===== config.mk =====
export PLATFORM = sky130hd
export DESIGN_NAME = linear_probe_hash_table
export DESIGN_NICKNAME = d
export VERILOG_FILES = /design/src/rtl/core/lph_pkg.sv /design/src/rtl/core/linear_probe_hash_table.sv /design/src/rtl/core/lph_home_unit.sv
export SDC_FILE = /design/constraint.sdc
export NUM_CORES = 1
export LEC_CHECK = 0
export CORE_ASPECT_RATIO = 0.6
export CORE_MARGIN = 4
export CORE_UTILIZATION = 30
export DETAILED_ROUTE_END_ITERATION = 12
export DONT_BUFFER_PORTS = 1
export PLACE_DENSITY_LB_ADDON = 0.1
export SYNTH_ARGS = -nofsm -noshare
export SYNTH_HDL_FRONTEND = slang
export SYNTH_SLANG_ARGS = --single-unit

===== constraint.sdc =====
create_clock -name clock -period 4.85 [get_ports clock]
set_clock_uncertainty 0.1 [all_clocks]
set_input_delay 0 -clock clock [delete_from_list [all_inputs] [get_ports clock]]
set_output_delay 0 -clock clock [all_outputs]
set_load 0.1 [all_outputs]

===== src/rtl/core/lph_pkg.sv =====
// ----------------------------------------------------------------------------
// lph_pkg
// Types and codes of the linear probing hash table.
// ----------------------------------------------------------------------------
package lph_pkg;

   localparam int TABLE_SIZE_DEF = 16;
   localparam int KEY_W          = 32;
   localparam int MODE_W         = 2;
   localparam int STATUS_W       = 2;
   localparam int SLOT_W         = 4;
   localparam int MODULUS_W      = 5;
   localparam int SSTATE_W       = 2;

   localparam logic [MODULUS_W-1:0] MODULUS_RESET = 5'd10;

   localparam logic [MODE_W-1:0] MODE_INSERT = 2'd0;
   localparam logic [MODE_W-1:0] MODE_SEARCH = 2'd1;
   localparam logic [MODE_W-1:0] MODE_DELETE = 2'd2;

   localparam logic [STATUS_W-1:0] STATUS_DONE = 2'd0;
   localparam logic [STATUS_W-1:0] STATUS_MISS = 2'd1;
   localparam logic [STATUS_W-1:0] STATUS_FULL = 2'd2;

   localparam logic [SSTATE_W-1:0] SLOT_EMPTY = 2'd0;
   localparam logic [SSTATE_W-1:0] SLOT_USED  = 2'd1;
   localparam logic [SSTATE_W-1:0] SLOT_TOMB  = 2'd2;

   typedef struct packed {
      logic [MODE_W-1:0] mode;
      logic [KEY_W-1:0]  key;
   } req_type;

   typedef struct packed {
      logic [STATUS_W-1:0] status;
      logic [SLOT_W-1:0]   slot;
   } rsp_type;

endpackage


===== src/rtl/core/linear_probe_hash_table.sv =====
// Sequence: an unused mode goes from idle straight to the result; insert,
//   search and delete run a 32-step divider, then table-size reductions, then
//   1..TABLE_SIZE probes (a read and a check each) before the result.
// Throughput: one item at a time; the next is taken after the result leaves.
// Reset: synchronous; a clearing pass over all TABLE_SIZE slots empties the
//   slot table while req_stall stays high. modulus resets to 10.
// ----------------------------------------------------------------------------
// linear_probe_hash_table
// Open-addressed key table with linear probing and tombstones.
// ----------------------------------------------------------------------------
module linear_probe_hash_table #(
   parameter int TABLE_SIZE = lph_pkg::TABLE_SIZE_DEF
) (
   input  logic                          clock,
   input  logic                          reset,
   input  logic                          req_valid,
   output logic                          req_stall,
   input  lph_pkg::req_type              req_data,
   output logic                          rsp_valid,
   input  logic                          rsp_stall,
   output lph_pkg::rsp_type              rsp_data,
   input  logic                          csr_write,
   input  logic [lph_pkg::MODULUS_W-1:0] csr_data
);
   import lph_pkg::*;

   localparam int IDX_W = $clog2(TABLE_SIZE);
   localparam logic [IDX_W-1:0] LAST_IDX = IDX_W'(TABLE_SIZE - 1);

   localparam logic [2:0] S_CLEAR = 3'd0;
   localparam logic [2:0] S_IDLE  = 3'd1;
   localparam logic [2:0] S_HASH  = 3'd2;
   localparam logic [2:0] S_READ  = 3'd3;
   localparam logic [2:0] S_CHECK = 3'd4;
   localparam logic [2:0] S_FIN   = 3'd5;
   localparam logic [2:0] S_RESP  = 3'd6;

   logic [SSTATE_W-1:0] slot_mem [TABLE_SIZE];
   logic [KEY_W-1:0]    key_mem  [TABLE_SIZE];

   logic [2:0]           state_ff, state_in;
   logic [IDX_W-1:0]     clr_ff, clr_in;
   logic [IDX_W-1:0]     pos_ff, pos_in;
   logic [IDX_W-1:0]     count_ff, count_in;
   logic [IDX_W-1:0]     free_ff, free_in;
   logic [IDX_W-1:0]     hit_ff, hit_in;
   logic                 found_ff, found_in;
   logic                 has_free_ff, has_free_in;
   logic [MODE_W-1:0]    mode_ff, mode_in;
   logic [KEY_W-1:0]     key_ff, key_in;
   rsp_type              rsp_ff, rsp_in;
   logic [MODULUS_W-1:0] modulus_ff;
   logic [SSTATE_W-1:0]  slot_rd_ff;
   logic [KEY_W-1:0]     key_rd_ff;

   logic                 accept, op_valid, hash_start, hash_done;
   logic [IDX_W-1:0]     hash_home;
   logic [MODULUS_W-1:0] divisor;
   logic                 slot_we, key_we;
   logic [IDX_W-1:0]     wr_addr;
   logic [SSTATE_W-1:0]  wr_state;

   assign accept     = req_valid && !req_stall;
   assign op_valid   = (req_data.mode == MODE_INSERT) || (req_data.mode == MODE_SEARCH) ||
                       (req_data.mode == MODE_DELETE);
   assign hash_start = accept && op_valid;
   assign divisor    = (modulus_ff == '0) ? MODULUS_W'(1) : modulus_ff;

   lph_home_unit #(
      .TABLE_SIZE (TABLE_SIZE)
   ) u_home (
      .clock   (clock),
      .reset   (reset),
      .start   (hash_start),
      .key     (req_data.key),
      .divisor (divisor),
      .done    (hash_done),
      .home    (hash_home)
   );

   always_comb begin
      state_in    = state_ff;
      clr_in      = clr_ff;
      pos_in      = pos_ff;
      count_in    = count_ff;
      free_in     = free_ff;
      hit_in      = hit_ff;
      found_in    = found_ff;
      has_free_in = has_free_ff;
      mode_in     = mode_ff;
      key_in      = key_ff;
      rsp_in      = rsp_ff;
      slot_we     = 1'b0;
      key_we      = 1'b0;
      wr_addr     = clr_ff;
      wr_state    = SLOT_EMPTY;
      case (state_ff)
         S_CLEAR: begin
            slot_we = 1'b1;
            clr_in  = clr_ff + 1'b1;
            if (clr_ff == LAST_IDX) begin
               state_in = S_IDLE;
            end
         end
         S_IDLE: begin
            if (accept) begin
               mode_in = req_data.mode;
               key_in  = req_data.key;
               if (op_valid) begin
                  state_in = S_HASH;
               end else begin
                  rsp_in.status = STATUS_MISS;
                  rsp_in.slot   = '0;
                  state_in      = S_RESP;
               end
            end
         end
         S_HASH: begin
            if (hash_done) begin
               pos_in      = hash_home;
               count_in    = '0;
               found_in    = 1'b0;
               has_free_in = 1'b0;
               free_in     = '0;
               state_in    = S_READ;
            end
         end
         S_READ: begin
            state_in = S_CHECK;
         end
         S_CHECK: begin
            if (slot_rd_ff == SLOT_EMPTY) begin
               if (!has_free_ff) begin
                  has_free_in = 1'b1;
                  free_in     = pos_ff;
               end
               state_in = S_FIN;
            end else if (slot_rd_ff == SLOT_USED && key_rd_ff == key_ff) begin
               found_in = 1'b1;
               hit_in   = pos_ff;
               state_in = S_FIN;
            end else begin
               if (slot_rd_ff != SLOT_USED && !has_free_ff) begin
                  has_free_in = 1'b1;
                  free_in     = pos_ff;
               end
               if (count_ff == LAST_IDX) begin
                  state_in = S_FIN;
               end else begin
                  count_in = count_ff + 1'b1;
                  pos_in   = (pos_ff == LAST_IDX) ? '0 : pos_ff + 1'b1;
                  state_in = S_READ;
               end
            end
         end
         S_FIN: begin
            rsp_in.status = STATUS_MISS;
            rsp_in.slot   = '0;
            if (found_ff) begin
               rsp_in.status = STATUS_DONE;
               rsp_in.slot   = SLOT_W'(hit_ff);
               if (mode_ff == MODE_DELETE) begin
                  slot_we  = 1'b1;
                  wr_addr  = hit_ff;
                  wr_state = SLOT_TOMB;
               end
            end else if (mode_ff == MODE_INSERT) begin
               if (has_free_ff) begin
                  slot_we       = 1'b1;
                  key_we        = 1'b1;
                  wr_addr       = free_ff;
                  wr_state      = SLOT_USED;
                  rsp_in.status = STATUS_DONE;
                  rsp_in.slot   = SLOT_W'(free_ff);
               end else begin
                  rsp_in.status = STATUS_FULL;
               end
            end
            state_in = S_RESP;
         end
         S_RESP: begin
            if (!rsp_stall) begin
               state_in = S_IDLE;
            end
         end
         default: begin
            state_in = S_IDLE;
         end
      endcase
   end

   always_ff @(posedge clock) begin
      if (reset) begin
         state_ff   <= S_CLEAR;
         clr_ff     <= '0;
         modulus_ff <= MODULUS_RESET;
      end else begin
         state_ff <= state_in;
         clr_ff   <= clr_in;
         if (csr_write) begin
            modulus_ff <= csr_data;
         end
      end
      pos_ff      <= pos_in;
      count_ff    <= count_in;
      free_ff     <= free_in;
      hit_ff      <= hit_in;
      found_ff    <= found_in;
      has_free_ff <= has_free_in;
      mode_ff     <= mode_in;
      key_ff      <= key_in;
      rsp_ff      <= rsp_in;
   end

   always_ff @(posedge clock) begin
      if (slot_we) begin
         slot_mem[wr_addr] <= wr_state;
      end
      if (key_we) begin
         key_mem[wr_addr] <= key_ff;
      end
      slot_rd_ff <= slot_mem[pos_ff];
      key_rd_ff  <= key_mem[pos_ff];
   end

   assign req_stall = (state_ff != S_IDLE);
   assign rsp_valid = (state_ff == S_RESP);
   assign rsp_data  = rsp_ff;

endmodule


===== src/rtl/core/lph_home_unit.sv =====
// ----------------------------------------------------------------------------
// lph_home_unit
// Home slot: key mod divisor, then mod table size, on one shared
// subtractor (restoring division one bit per cycle, then reduction).
// ----------------------------------------------------------------------------
module lph_home_unit #(
   parameter int TABLE_SIZE = lph_pkg::TABLE_SIZE_DEF
) (
   input  logic                              clock,
   input  logic                              reset,
   input  logic                              start,
   input  logic [lph_pkg::KEY_W-1:0]         key,
   input  logic [lph_pkg::MODULUS_W-1:0]     divisor,
   output logic                              done,
   output logic [$clog2(TABLE_SIZE)-1:0]     home
);
   import lph_pkg::*;

   localparam int IDX_W = $clog2(TABLE_SIZE);
   localparam int SUB_W = (IDX_W + 1 > MODULUS_W + 1) ? IDX_W + 1 : MODULUS_W + 1;
   localparam int CNT_W = $clog2(KEY_W);

   localparam logic [1:0] PH_IDLE = 2'd0;
   localparam logic [1:0] PH_DIV  = 2'd1;
   localparam logic [1:0] PH_RED  = 2'd2;

   logic [1:0]       phase_ff, phase_in;
   logic [CNT_W-1:0] count_ff, count_in;
   logic [KEY_W-1:0] key_ff, key_in;
   logic [SUB_W-1:0] rem_ff, rem_in;
   logic [SUB_W-1:0] op_a, op_b, diff, res;
   logic             ge;

   always_comb begin
      op_a = (phase_ff == PH_RED) ? rem_ff : {rem_ff[SUB_W-2:0], key_ff[KEY_W-1]};
      op_b = (phase_ff == PH_RED) ? SUB_W'(TABLE_SIZE) : SUB_W'(divisor);
      ge   = (op_a >= op_b);
      diff = op_a - op_b;
      res  = ge ? diff : op_a;
   end

   always_comb begin
      phase_in = phase_ff;
      count_in = count_ff;
      key_in   = key_ff;
      rem_in   = rem_ff;
      done     = 1'b0;
      case (phase_ff)
         PH_IDLE: begin
            if (start) begin
               key_in   = key;
               rem_in   = '0;
               count_in = '0;
               phase_in = PH_DIV;
            end
         end
         PH_DIV: begin
            rem_in   = res;
            key_in   = {key_ff[KEY_W-2:0], 1'b0};
            count_in = count_ff + 1'b1;
            if (count_ff == CNT_W'(KEY_W - 1)) begin
               phase_in = PH_RED;
            end
         end
         PH_RED: begin
            if (ge) begin
               rem_in = diff;
            end else begin
               done     = 1'b1;
               phase_in = PH_IDLE;
            end
         end
         default: begin
            phase_in = PH_IDLE;
         end
      endcase
   end

   always_ff @(posedge clock) begin
      if (reset) begin
         phase_ff <= PH_IDLE;
         count_ff <= '0;
      end else begin
         phase_ff <= phase_in;
         count_ff <= count_in;
      end
      key_ff <= key_in;
      rem_ff <= rem_in;
   end

   assign home = rem_ff[IDX_W-1:0];

endmodule


Word-level counts from Yosys, hierarchy flattened. Memory sizes are Yosys's and may differ from the RTL's. A register that Yosys moved wholly into a read port is not among the register bits. Index checks and enable logic that the tools add are counted. W data, S select, Z words.

Multiplexer cells: 78. Div/mod/pow operators: 0. Add/subtract/negate cells: 5. Shift-type cells: 0. Reductions and logical operators: 29. Multiply operators: 0. Order comparisons: 1. Bitwise logic cells: 1. Equality and inequality tests: 35.

Operators with widths (count): $mux W4 (19); $pmux W32 S2 (1); $mux W6 (8); $eq A32 B32 Y1 (1); $mux W32 (1); $mux W3 (8); $pmux W4 S2 (3); $ne A2 B2 Y1 const B (11); $pmux W3 S7 (1); $mux W1 (20); $pmux W6 S3 (1); $mux W5 (3); $mux W2 (7); $add A4 B1 Y4 const B (3); $eq A4 B4 Y1 const B (3); $pmux W6 S2 (1); $reduce_and A3 Y1 (4); $reduce_and A4 Y1 (3); $pmux W5 S2 (1); $reduce_and A5 Y1 (2); $eq A3 B3 Y1 const B (3); $ne A3 B3 Y1 const B (3); $logic_not A2 Y1 (4); $eq A2 B1 Y1 const B (3); 20 further kinds (35).

RAM bits: 544. Memory bits (read-only): 0. Bits in registers: 115. Input bits: 44. Bits in latches: 0. Memories kept: 2.

Memory list: key_mem (words 16, width 32, rd ports 1, clocked after memory_dff 1, write ports 1, RTL line linear_probe_hash_table.sv:39) `logic [KEY_W-1:0] key_mem [TABLE_SIZE];`; slot_mem (words 16, width 2, rd ports 1, clocked after memory_dff 1, write ports 1, RTL line linear_probe_hash_table.sv:38) `logic [SSTATE_W-1:0] slot_mem [TABLE_SIZE];`.

Logic depth before layout (Yosys ltp). Gate-level depths: netlist of the first run.

Depth in word-level cells: 8. Depth in mapped cells: 15.

Modules after synthesis. Synthesis of the first run repeated with hierarchy kept, for this count alone.

Cell total of the unflattened synthesis: 1301. Area, all modules: 27123.5 um^2.

Modules (own cells, without submodules): linear_probe_hash_table (cells each 1097, area each 24552.3 um^2, times used 1); lph_home_unit (cells each 204, area each 2571.2 um^2, times used 1).

Worst setup path after synthesis of the first run. OpenSTA, ideal clock, no wires.

Path type: flip-flop to flip-flop. From: register u_home.phase_ff[0]. To: register count_ff[0], enable pin. Arrival time: 3.343 ns. Path slack: 1.032 ns. Clock period less this slack: 3.818 ns. Buffers on the path: 2. Cell stages (with the launch flop): 14. Setup time: 0.375 ns. Cell sequence: dfxtp_1 inv_1 ha_1 buf_1 mux2i_1 ha_1 fa_1 nor2b_4 o31a_1 or4_4 buf_6 nor2_2 nand3_1 a21oi_1.

Word-level cells in the longest chain between the ends: 7. Elaborated cells between the ends (all ways): 8.

RTL lines: start: declaration (RTL line lph_home_unit.sv:27) `logic [1:0] phase_ff, phase_in;`; start signal: assignment (RTL line lph_home_unit.sv:84) `phase_ff <= phase_in;`; $eq A2 B2 Y1 (*) (RTL line lph_home_unit.sv:35, lph_home_unit.sv:36, lph_home_unit.sv:48); $mux W6 / $mux W5 (equally long branches) (RTL line lph_home_unit.sv:35, lph_home_unit.sv:36); $ge A6 B6 Y1 (RTL line lph_home_unit.sv:37) `ge = (op_a >= op_b);`; $mux W1 (RTL line lph_home_unit.sv:66) `if (ge) begin`; $mux W1 (*) (RTL line lph_home_unit.sv:48) `case (phase_ff)`; $ne A2 B2 Y1 (no source line) (*); $reduce_and A5 Y1 (no source line) (*); end signal: assignment (RTL line linear_probe_hash_table.sv:205) `count_ff <= count_in;`; end: declaration (RTL line linear_probe_hash_table.sv:44) `logic [IDX_W-1:0] count_ff, count_in;`.

Mark *: on every way between the ends. The rest lies on a longest branch, timed or not. A chain may end at the register's enable or synchronous reset.

Worst setup path after layout of the first run.
From: register u_home.phase_ff[0]. To: register free_ff[2], enable pin.

Word-level cells in the longest chain between the ends: 7. Elaborated cells between the ends (all ways): 8.

RTL lines: $eq A2 B2 Y1 (*) (RTL line lph_home_unit.sv:35, lph_home_unit.sv:36, lph_home_unit.sv:48); $mux W6 / $mux W5 (equally long branches) (RTL line lph_home_unit.sv:35, lph_home_unit.sv:36); $ge A6 B6 Y1 (RTL line lph_home_unit.sv:37); $mux W1 (RTL line lph_home_unit.sv:66); $mux W1 (*) (RTL line lph_home_unit.sv:48); $ne A2 B2 Y1 (no source line) (*); $reduce_and A5 Y1 (no source line) (*); end signal: assignment (RTL line linear_probe_hash_table.sv:206) `free_ff <= free_in;`; end: declaration (RTL line linear_probe_hash_table.sv:45) `logic [IDX_W-1:0] free_ff, free_in;`.

Marked as above.

==> implementation parameters, run 1 <==
Parameter                              Value

Global routing
  Number of global-route vias before repair ... 14489
  Maximum number of pins on one net before global-route repair ... 53
  First-pass GRT wire length ... 104000 µm
  Total overflow reported by the global router ... 0
  GR Util All Layers ... 0.150
  Initial antenna violation count ... 2

Finish
  Final std cells w/o fill ... 2953
  # diodes ... 0
  Layout overhead on the synthesized area ... 18.2%
  Fillers ... 8380
  Fraction of layout cells with a size suffix above 1 ... 0.186
  Post-layout nets ... 1739

Power and ir drop
  Worst IR Drop VDD ... 181 µV
  Static leakage ... 10.5 nW
  Total power divided by cell area ... 381 nW/µm²

CTS
  Maximum level of the CTS H-tree ... 3
  CTS tree ... done
  Number of post-CTS setup repair buffers ... 0
  Reg clk slew, reported paths ... 60 ps
  Deepest clock path buffer count ... 3
  Clock Sinks ... 693
  Skew-Pair Late Insertion Delay ... 640 ps
  CTS buffer count ... 68
  Clock Tree Root ... clkbuf_16

STA
  Clock period minus worst slack ... 4080 ps
  Slew at the pin with the worst max-slew slack ... 1090 ps
  Count of endpoints failing setup in the final report ... 0
  Summed negative setup slack over all endpoints ... 0 ps
  Worst setup slack after layout ... 772 ps
  Final Slew Violations ... 0
  RSZ-0062 raised after global routing ... false
  Post-route fraction of the period consumed by the critical path ... 0.841
  Highest clock rate ... 245 MHz
  Max-slew headroom ... 0.273
  Hold violation count in the final report ... 0

Synth
  Post-Synthesis Mean Instance Area ... 17.6 µm²
  Dominant combinational cell family by area after synthesis ... multiplexers
  Fraction of synthesized cell area in xor and xnor cells ... 0.0132
  Post-synthesis compound-gate area fraction ... 0.0599
  Post-Synthesis Cells ... 1552
  Simple-Gate Fraction of Synth Area ... 0.0366
  Net Count, Synth ... 1610
  Synth Cell Area ... 27200 µm²
  Largest area contributor in the synthesized netlist ... edfxtp_1
  Number of flops mapped to enable cells by yosys ... 640
  Biggest area contributors in the synthesized netlist ... edfxtp_1 71%, mux4_2 5.6%, mux2i_1 4.0%
  Fraction of synthesized area in multiplexers ... 0.125
  Async SR Flop Fraction ... 0
  Top cell type's share of synthesized area ... 0.705
  Area share of fa/ha/maj cells after synthesis ... 0.00671
  Flop and latch count out of synthesis ... 693
  Top cells by count, synth ... 640 x edfxtp_1, 110 x mux2i_1, 80 x o21ai_0
  Ys flop type ... edfxtp_1
  Most used standard cell by instance count after synthesis ... edfxtp_1
  Warnings, synthesis ... 0
  Count of unique library cells instantiated by Yosys ... 63
  Sequential element share of the synthesized area ... 0.744

Floorplan
  Die height ... 241 µm
  Area of the core region ... 89900 µm²
  Die width ... 397 µm
  Row cnt ... 85
  Total I/O pin count ... 52
  Starting utilization of the core area ... 0.303
  Die area ... 95900 µm²

Detailed routing
  Number of antenna-violating nets in the routed design ... 0
  Detailed Route Iter0 Violations ... 1179
  Overall via count from detail_route ... 14302
  Avg Vias per Cell ... 4.84
  Detailed-route wire length ... 71600 µm
  DRC violation count after routing ... 0
  Routed WL per cell ... 24.3 µm
  First-pass detailed-route iteration total ... 7

Setup path
  Required time at the endpoint of the critical path ... 5020 ps
  Critical Path End Type ... flip-flop
  Arrival @ worst endpoint ... 4250 ps
  Worst-path fanout max ... 14
  Path depth of the worst reg2reg path ... 10
  Crit Path Category ... flip-flop to flip-flop
  Kind of launch point of the worst setup path ... flip-flop

Placement
  Post-placement worst setup slack ... 855 ps
  DP Cell Count ... 2740
  Half-perimeter wire length after placement ... 40600 µm
  Weighted congestion reported at the end of routability-driven placement ... 0.739
  # port buffers ... 0

Hold path
  HP Class ... input pin to flip-flop
  Hold path cells ... 3

Flow run
  Number of maximum-capacitance constraint violations ... 0

Run status
  Run status ... finished clean
## sequential cells by signal (all words and copies together), names as in the netlist
| name | count |
|---|---|
| key_mem | 512 |
| key_ff | 32 |
| key_rd_ff | 32 |
| slot_mem | 32 |
| u_home.key_ff | 32 |
| rsp_data | 6 |
| u_home.rem_ff | 6 |
| modulus_ff | 5 |
| u_home.count_ff | 5 |
| clr_ff | 4 |
| count_ff | 4 |
| free_ff | 4 |
| hit_ff | 4 |
| pos_ff | 4 |
| state_ff | 3 |
| mode_ff | 2 |
| slot_rd_ff | 2 |
| u_home.phase_ff | 2 |
| found_ff | 1 |
| has_free_ff | 1 |
## cells by family (layout without fill, tap and decap cells)
group	after synthesis	count (layout)
AOI/OAI and AO/OA	250	250
xor gates and xnor gates	41	41
adders and majority gates	14	14
buffers and inverters	94	277
DFF	693	693
muxes	247	247
and+or+nand+nor	213	213
## through the flow
stage	utilization	power [mW]	cell area, µm²	hold slack (ps)
after floorplan	-	6.80	27200	-1.13
after global placement	0.323	6.86	29000	-30.5
after detailed placement	0.323	6.86	29000	-28.1
after CTS	0.358	12.5	32200	64.3
after global routing	0.358	12.7	32200	131
final	0.358	12.3	32200	122
## routing by layer
| layer | GRT usage | vias to the layer above | share of wire |
|---|---|---|---|
| met4 | 0.0349 | 0 | 0.017 |
| met1 | 0.234 | 7529 | 0.53 |
| li1 | - | 6427 | - |
| met3 | 0.0282 | 88 | 0.038 |
| met2 | 0.214 | 258 | 0.42 |
| met5 | 0 | - | 0 |
## worst max-delay path, stage by stage (launching register included)
cell	delay, ps
dfxtp_1	310
inv_1	100
ha_1	580
mux2_2	440
ha_1	330
nor2b_4	140
o31a_1	250
or4_4	620
nor2_2	230
nand3_1	190
a21oi_1	410
## final timing paths
check	start	to	slack, ps
setup / recovery	u_home.phase_ff[0]	free_ff[2]	770
hold / removal	rsp_stall	state_ff[2]	120
setup reg to reg	u_home.phase_ff[0]	free_ff[2]	770
hold reg to reg	clr_ff[1]	clr_ff[1]	410
## where the power goes
part / switching [mW] / internal [mW] / total, mW
clock network: 2.32 / 3.16 / 5.47
registers: 0.0203 / 6.49 / 6.51
logic: 0.157 / 0.132 / 0.288
total: 2.49 / 9.78 / 12.3
## layout make-up
| class | count | area [µm²] | area share |
|---|---|---|---|
| Multi-Input combinational cell | 765 | 6730 | 0.209 |
| Inverter | 17 | 63.8 | 0.00198 |
| Timing Repair Buffer | 136 | 1320 | 0.0410 |
| Clock buffer | 88 | 1900 | 0.0590 |
| Tap cell | 1218 | 1520 | 0.0473 |
| Sequential cell | 693 | 20300 | 0.630 |
| Clock inverter | 36 | 379 | 0.0118 |
## repair_timing
action                    4_1_cts  5_1_grt
resized for setup               0        0
hold endpoints to repair      110        0
hold buffers                   89        0
## layout by cell type, fill, tap and decap left out, types with 53 or more instances in the layout
cell | netlist | routed
mux2_2 | 69 | 69
mux4_2 | 68 | 68
nand2_1 | 70 | 69
o21ai_0 | 80 | 80
edfxtp_1 | 640 | 640
dfxtp_1 | 53 | 53
dlygate4sd3_1 | 0 | 89
a21oi_1 | 57 | 57
clkbuf_16 | 0 | 71
mux2i_1 | 110 | 110
Note: power is estimated with default switching activity, not from simulation.
==> run 2: changes to the inputs <==
Clock period 4.85 ns to 4.09 ns, I/O delays scaled along.
==> run 2 against run 1 <==
  * Setup slack worse by 480 ps
  * Critical path depth stayed put
  * Non-clock buffer count is 16 higher
  * Worst hold slack worse by 61 ps
  * Final area is 0.92% higher
  * Final cell count is 0.71% higher
  * Global-route usage hardly changed
  * Critical path type unchanged
  * Critical endpoint unchanged
==> implementation parameters, run 2 (synthesized netlist as in run 1, its figures left out) <==
Parameter                              Value

Global routing
  Maximum number of pins on one net before global-route repair ... 100 (+89%)
  First-pass GRT wire length ... 104000 µm (-0.43%)
  GR Util All Layers ... 0.150 (about the same)
  Initial antenna violation count ... 2 (unchanged)
  Total overflow reported by the global router ... 0 (unchanged)
  Number of global-route vias before repair ... 14529 (+0.28%)

Power and ir drop
  Worst IR Drop VDD ... 247 µV (+37%)
  Clock share of power ... 0.446 (about the same)
  Logic gate share of total power ... 0.025 (+0.002)
  Overall power consumption ... 14.6 mW (+19%)
  Total power divided by cell area ... 449 nW/µm² (+18%)
  Internal portion of total power ... 11.6 mW (+19%)
  Share of total power in sequential cells ... 0.529 (-0.002)
  Switching fraction of total power ... 0.204 (+0.00119)
  Static leakage ... 10.6 nW (+1.2%)
  Reported net switching power ... 2.98 mW (+20%)

CTS
  Reg clk slew, reported paths ... 60 ps (about the same)
  CTS tree ... done
  CTS buffer count ... 70 (+2.9%)
  Clock Tree Root ... clkbuf_16
  Maximum level of the CTS H-tree ... 3 (unchanged)
  Number of post-CTS setup repair buffers ... 0 (unchanged)
  Skew-Pair Late Insertion Delay ... 640 ps (about the same)
  Deepest clock path buffer count ... 3 (unchanged)
  Clock Sinks ... 693 (unchanged)

Setup path
  Worst flop-to-flop path endpoint ... free_ff[2]
  Arrival @ worst endpoint ... 3990 ps (-260 ps)
  Reg-to-reg critical path startpoint ... u_home.phase_ff[0]
  R2r setup slk ... 290 ps (-480 ps)
  Required time at the endpoint of the critical path ... 4280 ps (-740 ps)
  Worst-path fanout max ... 12 (-2)
  Slowest cell on the critical path ... or4_4
  Critical path cell sequence ... inv_1 -> ha_1 -> mux2_2 -> ha_1 -> nor2b_4 -> o31a_1 -> or4_4 -> nor2_2 -> nand3_1 -> a21oi_1
  Kind of launch point of the worst setup path ... flip-flop
  Critical Path End Type ... flip-flop
  Path depth of the worst reg2reg path ... 10 (unchanged)
  Delay of the slowest cell on the worst path ... 540 ps (-80 ps)
  Crit Path Category ... flip-flop to flip-flop
  Most common cell type on the critical path ... ha_1

Detailed routing
  Avg Vias per Cell ... 4.85 (+0.20%)
  Overall via count from detail_route ... 14433 (+0.92%)
  Routed WL per cell ... 24.0 µm (-0.97%)
  DRC violation count after routing ... 0 (unchanged)
  Detailed-route wire length ... 71400 µm (-0.27%)
  Uppermost routed layer ... met5
  First-pass detailed-route iteration total ... 5 (-2)
  Detailed route wirelength on metal3 ... 3090 µm (+14%)
  Number of antenna-violating nets in the routed design ... 0 (unchanged)
  Detailed Route Iter0 Violations ... 904 (-23%)
  Met2 wire len ... 28800 µm (-3.8%)
  Post-route met1 wirelength ... 38200 µm (+0.98%)

STA
  Summed negative setup slack over all endpoints ... 0 ps (unchanged)
  Hold violation count in the final report ... 0 (unchanged)
  Max-slew headroom ... 0.265 (-0.00821)
  Post-route fraction of the period consumed by the critical path ... 0.929 (+0.0881)
  Worst slack on hold paths ... 61.1 ps (-60.8 ps)
  Slew at the pin with the worst max-slew slack ... 1100 ps (+8.68 ps)
  Final Slew Violations ... 0 (unchanged)
  RSZ-0062 raised after global routing ... false
  Clock period minus worst slack ... 3800 ps (-279 ps)
  Count of endpoints failing setup in the final report ... 0 (unchanged)
  Highest clock rate ... 263 MHz (+7.3%)

Finish
  Register with the highest flop count ... key_mem
  Fillers ... 8432 (+0.62%)
  Most common cell after layout, fill and taps aside ... edfxtp_1
  Post-layout nets ... 1757 (+1.0%)
  Fraction of layout cells with a size suffix above 1 ... 0.195 (+0.00985)
  Layout overhead on the synthesized area ... 19.3%
  Utilization of the core after routing ... 0.362 (+0.00329)
  Flip-flop count of the largest register, all copies and words added ... 512 (unchanged)
  Most used cells in the layout excluding fill and tap cells ... 640 x edfxtp_1, 110 x mux2i_1, 83 x dlygate4sd3_1, 80 x o21ai_0, 73 x clkbuf_16
  Layout Cell Area excl Fill ... 32500 µm² (+0.92%)

Placement
  Post-place instance area ... 29400 µm² (+1.2%)
  Half-perimeter wire length after placement ... 41000 µm (+0.87%)
  Weighted congestion reported at the end of routability-driven placement ... 0.720 (-2.5%)
  # port buffers ... 0 (unchanged)

Hold path
  HP Class ... input pin to flip-flop
  Hold path cells ... 1 (-2)
  Destination of the worst hold path ... key_ff[31]
  HP Start ... req_data[31]

Run status
  Run status ... finished clean

Floorplan
  Die height ... 241 µm (unchanged)
  Row cnt ... 85 (unchanged)
  Die area ... 95900 µm² (unchanged)
  Starting utilization of the core area ... 0.303 (unchanged)
  Area of the core region ... 89900 µm² (unchanged)
  Die width ... 397 µm (unchanged)
  Total I/O pin count ... 52 (unchanged)

Flow run
  Number of maximum-capacitance constraint violations ... 0 (unchanged)
==> run 2: routing by layer <==
metal | vias up | GRT usage
met5 | - | 0
met4 | 2 | 0.0381
met3 | 95 | 0.0281
met2 | 280 | 0.206
met1 | 7579 | 0.239
li1 | 6477 | -
==> run 2: layout make-up <==
type,count,area (µm²),share of cell area
diodes,1,2.50,0.0000770
inverters,17,63.8,0.00196
clock buffers,95,1990,0.0612
multi-input cells,765,6730,0.207
repair buffers,152,1600,0.0492
well taps,1218,1520,0.0469
flip-flops and latches,693,20300,0.624
clock inverters,33,303,0.00932
==> run 2: critical path: cells and delay by family (launching register included) <==
family	cells	cell delay (ps)
AND/OR/NAND/NOR	4	1060
adder cells (fa/ha/maj)	2	840
AO/OA/AOI/OAI	2	630
multiplexers	1	420
flip-flops	1	310
buffers and inverters	1	110
==> run 2: power groups by stage <==
stage | clock [mW] | sequential (mW) | combinational, mW
after floorplan | 0 | 7.86 | 0.196
after global placement | 0 | 7.87 | 0.279
after detailed placement | 0 | 7.87 | 0.279
after CTS | 6.72 | 7.72 | 0.362
after global routing | 7.01 | 7.72 | 0.391
final | 6.50 | 7.72 | 0.358
==> run 2: timing repair <==
item                      in CTS  in global routing
hold buffers                  83                  0
resized for setup              0                  0
hold endpoints to repair      91                  0
==> run 2: per-stage QoR <==
stage,worst slack [ps],cells
6_report,290,2974
5_1_grt,31.5,2973
4_1_cts,290,2973
3_5_place_dp,317,2762
3_3_place_gp,393,2762
2_1_floorplan,272,1552
==> run 2: how the worst max path moves through the flow <==
stage / from / to / slack (ps) / cells after the start
2_1_floorplan: u_home.phase_ff[0] / count_ff[0] / 270 / 13
3_3_place_gp: u_home.phase_ff[0] / free_ff[3] / 390 / 10
3_5_place_dp: u_home.phase_ff[0] / free_ff[1] / 320 / 10
4_1_cts: u_home.phase_ff[0] / free_ff[2] / 290 / 10
5_1_grt: u_home.phase_ff[0] / free_ff[3] / 30 / 11
6_report: u_home.phase_ff[0] / free_ff[2] / 290 / 10
==> run 3: changes to the inputs <==
Settings changed: SYNTH_HIERARCHICAL set to 1.
==> run 3 against run 2 <==
  * Register-to-register slack got worse by 50 ps
  * Count of clock-buffer cells in the layout rose by 3
  * Non-clock buffer count fell by 18
  * Sequential power rose by 1%
  * Critical endpoint is now hit_ff[3]
  * Highest routed layer is now met4
==> implementation parameters, run 3 <==
Parameter                              Value

CTS
  Number of post-CTS setup repair buffers ... 0 (unchanged)
  Maximum level of the CTS H-tree ... 3 (unchanged)
  Reg clk slew, reported paths ... 60 ps (about the same)
  Deepest clock path buffer count ... 3 (unchanged)
  Clock Tree Root ... clkbuf_16
  CTS tree ... done
  Skew-Pair Late Insertion Delay ... 620 ps (-20 ps)
  CTS buffer count ... 71 (+1.4%)
  Clock Sinks ... 693 (unchanged)

Setup path
  Worst-path fanout max ... 17 (+5)
  Worst Path Buf+Inv ... 0 (-1)
  Crit Path Category ... flip-flop to flip-flop
  Slowest cell on the critical path ... nor4_1
  Kind of launch point of the worst setup path ... flip-flop
  Path depth of the worst reg2reg path ... 5 (-5)
  Stages on the worst setup path ... 5 (-5)
  Critical path cell sequence ... xor2_1 -> nor4_1 -> nand4_1 -> or4_4 -> nor2_1
  R2r setup slk ... 240 ps (-50 ps)
  Required time at the endpoint of the critical path ... 4270 ps (about the same)
  Arrival @ worst endpoint ... 4030 ps (+40 ps)
  Critical Path End Type ... flip-flop
  Delay of the slowest cell on the worst path ... 1140 ps (+600 ps)
  Top Family by Delay on Critical Path ... simple AND/OR/NAND/NOR gates

Floorplan
  Die height ... 241 µm (-0.21%)
  Row cnt ... 85 (unchanged)
  Die width ... 396 µm (-0.22%)
  Area of the core region ... 89700 µm² (-0.24%)
  Total I/O pin count ... 52 (unchanged)
  Starting utilization of the core area ... 0.303 (-0.000621)
  Die area ... 95400 µm² (-0.43%)

Global routing
  GR Util All Layers ... 0.144 (-0.00581)
  Maximum number of pins on one net before global-route repair ... 77 (-23%)
  Number of global-route vias before repair ... 13565 (-6.6%)
  First-pass GRT wire length ... 98600 µm (-5.0%)
  Total overflow reported by the global router ... 0 (unchanged)
  Initial antenna violation count ... 1 (-1)

Power and ir drop
  Static leakage ... 10.0 nW (-5.7%)
  Total power divided by cell area ... 462 nW/µm² (+3.0%)
  Switching fraction of total power ... 0.214 (+0.00928)
  Share of total power in sequential cells ... 0.526 (-0.003)
  Logic gate share of total power ... 0.046 (+0.021)
  Internal portion of total power ... 11.7 mW (+0.71%)
  Clock share of power ... 0.428 (-0.018)
  Worst IR Drop VDD ... 264 µV (+6.9%)
  Overall power consumption ... 14.9 mW (+1.9%)
  Reported net switching power ... 3.17 mW (+6.5%)

Synth
  Largest area contributor in the synthesized netlist ... edfxtp_1
  Synth Cell Area ... 27100 µm² (-0.44%)
  Ys flop type ... edfxtp_1
  Count of unique library cells instantiated by Yosys ... 71 (+13%)
  Net Count, Synth ... 1361 (-15%)
  Number of flops mapped to enable cells by yosys ... 640 (unchanged)
  Post-Synthesis Mean Instance Area ... 20.8 µm² (+19%)
  Most used standard cell by instance count after synthesis ... edfxtp_1
  Warnings, synthesis ... 6 (+6)
  Post-Synthesis Cells ... 1301 (-16%)
  Sequential element share of the synthesized area ... 0.748 (+0.00330)
  Async SR Flop Fraction ... 0 (unchanged)
  Top cells by count, synth ... 640 x edfxtp_1, 162 x mux4_2, 64 x nor2_1
  Biggest area contributors in the synthesized netlist ... edfxtp_1 71%, mux4_2 13%, dfxtp_1 3.9%
  Flop and latch count out of synthesis ... 693 (unchanged)
  Top cell type's share of synthesized area ... 0.709 (+0.00312)

Finish
  Register with the highest flop count ... key_mem
  Post-layout nets ... 1501 (-15%)
  Most common cell after layout, fill and taps aside ... edfxtp_1
  Most used cells in the layout excluding fill and tap cells ... 640 x edfxtp_1, 162 x mux4_2, 78 x dlygate4sd3_1, 73 x clkbuf_16, 53 x dfxtp_1
  Area of the multi-input gates ... 6540 µm² (-2.8%)
  Flip-flop count of the largest register, all copies and words added ... 512 (unchanged)
  Reg area ... 20300 µm² (unchanged)
  Final std cells w/o fill ... 2717 (-8.6%)
  Layout overhead on the synthesized area ... 18.5%
  Fraction of layout cells with a size suffix above 1 ... 0.266 (+0.0709)
  Fillers ... 8289 (-1.7%)

STA
  Clock period minus worst slack ... 3850 ps (+52.9 ps)
  Post-route fraction of the period consumed by the critical path ... 0.942 (+0.0129)
  RSZ-0062 raised after global routing ... false
  Hold violation count in the final report ... 0 (unchanged)
  Max-slew headroom ... 0.0964 (-0.168)
  Count of endpoints failing setup in the final report ... 0 (unchanged)
  Final Slew Violations ... 0 (unchanged)
  Highest clock rate ... 260 MHz (-1.4%)
  Slew at the pin with the worst max-slew slack ... 1340 ps (+245 ps)
  Summed negative setup slack over all endpoints ... 0 ps (unchanged)

Flow run
  Number of maximum-capacitance constraint violations ... 0 (unchanged)

Placement
  # port buffers ... 0 (unchanged)
  Weighted congestion reported at the end of routability-driven placement ... 0.740 (+2.7%)
  Half-perimeter wire length after placement ... 36300 µm (-12%)
  DP Cell Count ... 2508 (-9.2%)

Detailed routing
  Avg Vias per Cell ... 4.78 (-1.6%)
  Detailed-route wire length ... 67800 µm (-5.1%)
  Routed WL per cell ... 24.9 µm (+3.9%)
  DRC violation count after routing ... 0 (unchanged)
  Overall via count from detail_route ... 12977 (-10%)
  Detailed Route Iter0 Violations ... 1166 (+29%)
  First-pass detailed-route iteration total ... 5 (unchanged)
  Number of antenna-violating nets in the routed design ... 0 (unchanged)

Hold path
  Hold path cells ... 1 (unchanged)
  HP Class ... input pin to flip-flop

Run status
  Run status ... finished clean
-- run 3: kinds of logic (layout without fill, tap and decap cells) --
| family | after synthesis | in the layout | share of synthesized area |
|---|---|---|---|
| AO/OA/AOI/OAI | 85 | 85 | 0.0238 |
| XOR/XNOR | 40 | 40 | 0.0129 |
| adder cells (fa/ha/maj) | 16 | 16 | 0.00766 |
| buffers and inverters | 83 | 280 | 0.0170 |
| flip-flops | 693 | 693 | 0.748 |
| multiplexers | 215 | 215 | 0.161 |
| other | 0 | 1 | 0 |
| AND/OR/NAND/NOR | 169 | 169 | 0.0302 |
-- run 3: repair_timing --
item | 4_1_cts | 5_1_grt
gates resized for setup | 0 | 4
setup endpoints to repair | 0 | 14
hold buffers | 78 | 0
endpoints found under the hold margin | 91 | 0
-- run 3: layer usage --
metal,share of wire,GRT usage,wire length [µm],vias to the layer above
met2,0.45,0.220,30400,233
met5,0,0,0,-
met1,0.50,0.215,33600,7001
met3,0.037,0.0262,2500,87
met4,0.018,0.0315,1240,0
li1,-,-,-,5656
-- run 3: layout make-up --
class,instances,area share
diodes,1,0.0000779
clock buffers,98,0.0622
clock inverters,32,0.00802
inverters,16,0.00187
multi-input cells,525,0.203
flip-flops and latches,693,0.631
well taps,1218,0.0474
repair buffers,134,0.0459
-- run 3: power groups by stage --
stage	clock (mW)	sequential (mW)	combinational, mW
after global placement	0	7.97	0.613
after global routing	6.91	7.82	0.742
after CTS	6.59	7.82	0.686
after floorplan	0	7.95	0.420
final	6.36	7.82	0.676
after detailed placement	0	7.97	0.606
-- run 3: path summary, 6_finish.rpt --
check,end,start
worst max-delay path,hit_ff[3],key_ff[29]
worst min register to register,u_home/count_ff[3],u_home/count_ff[3]
worst min-delay path,key_ff[11],req_data[11]
worst max register to register,hit_ff[3],key_ff[29]
-- run 3: metrics by stage --
stage                     instance area [µm²]  utilization  hold WS, ps  setup slack (ps)
final                                   32100        0.358         20.3               237
after global routing                    32100        0.358         3.97               109
after CTS                               32100        0.358         8.94              81.9
after detailed placement                29100        0.324        -24.8               110
after global placement                  29100        0.324        -25.2               139
after floorplan                         27100            -        -1.43               203
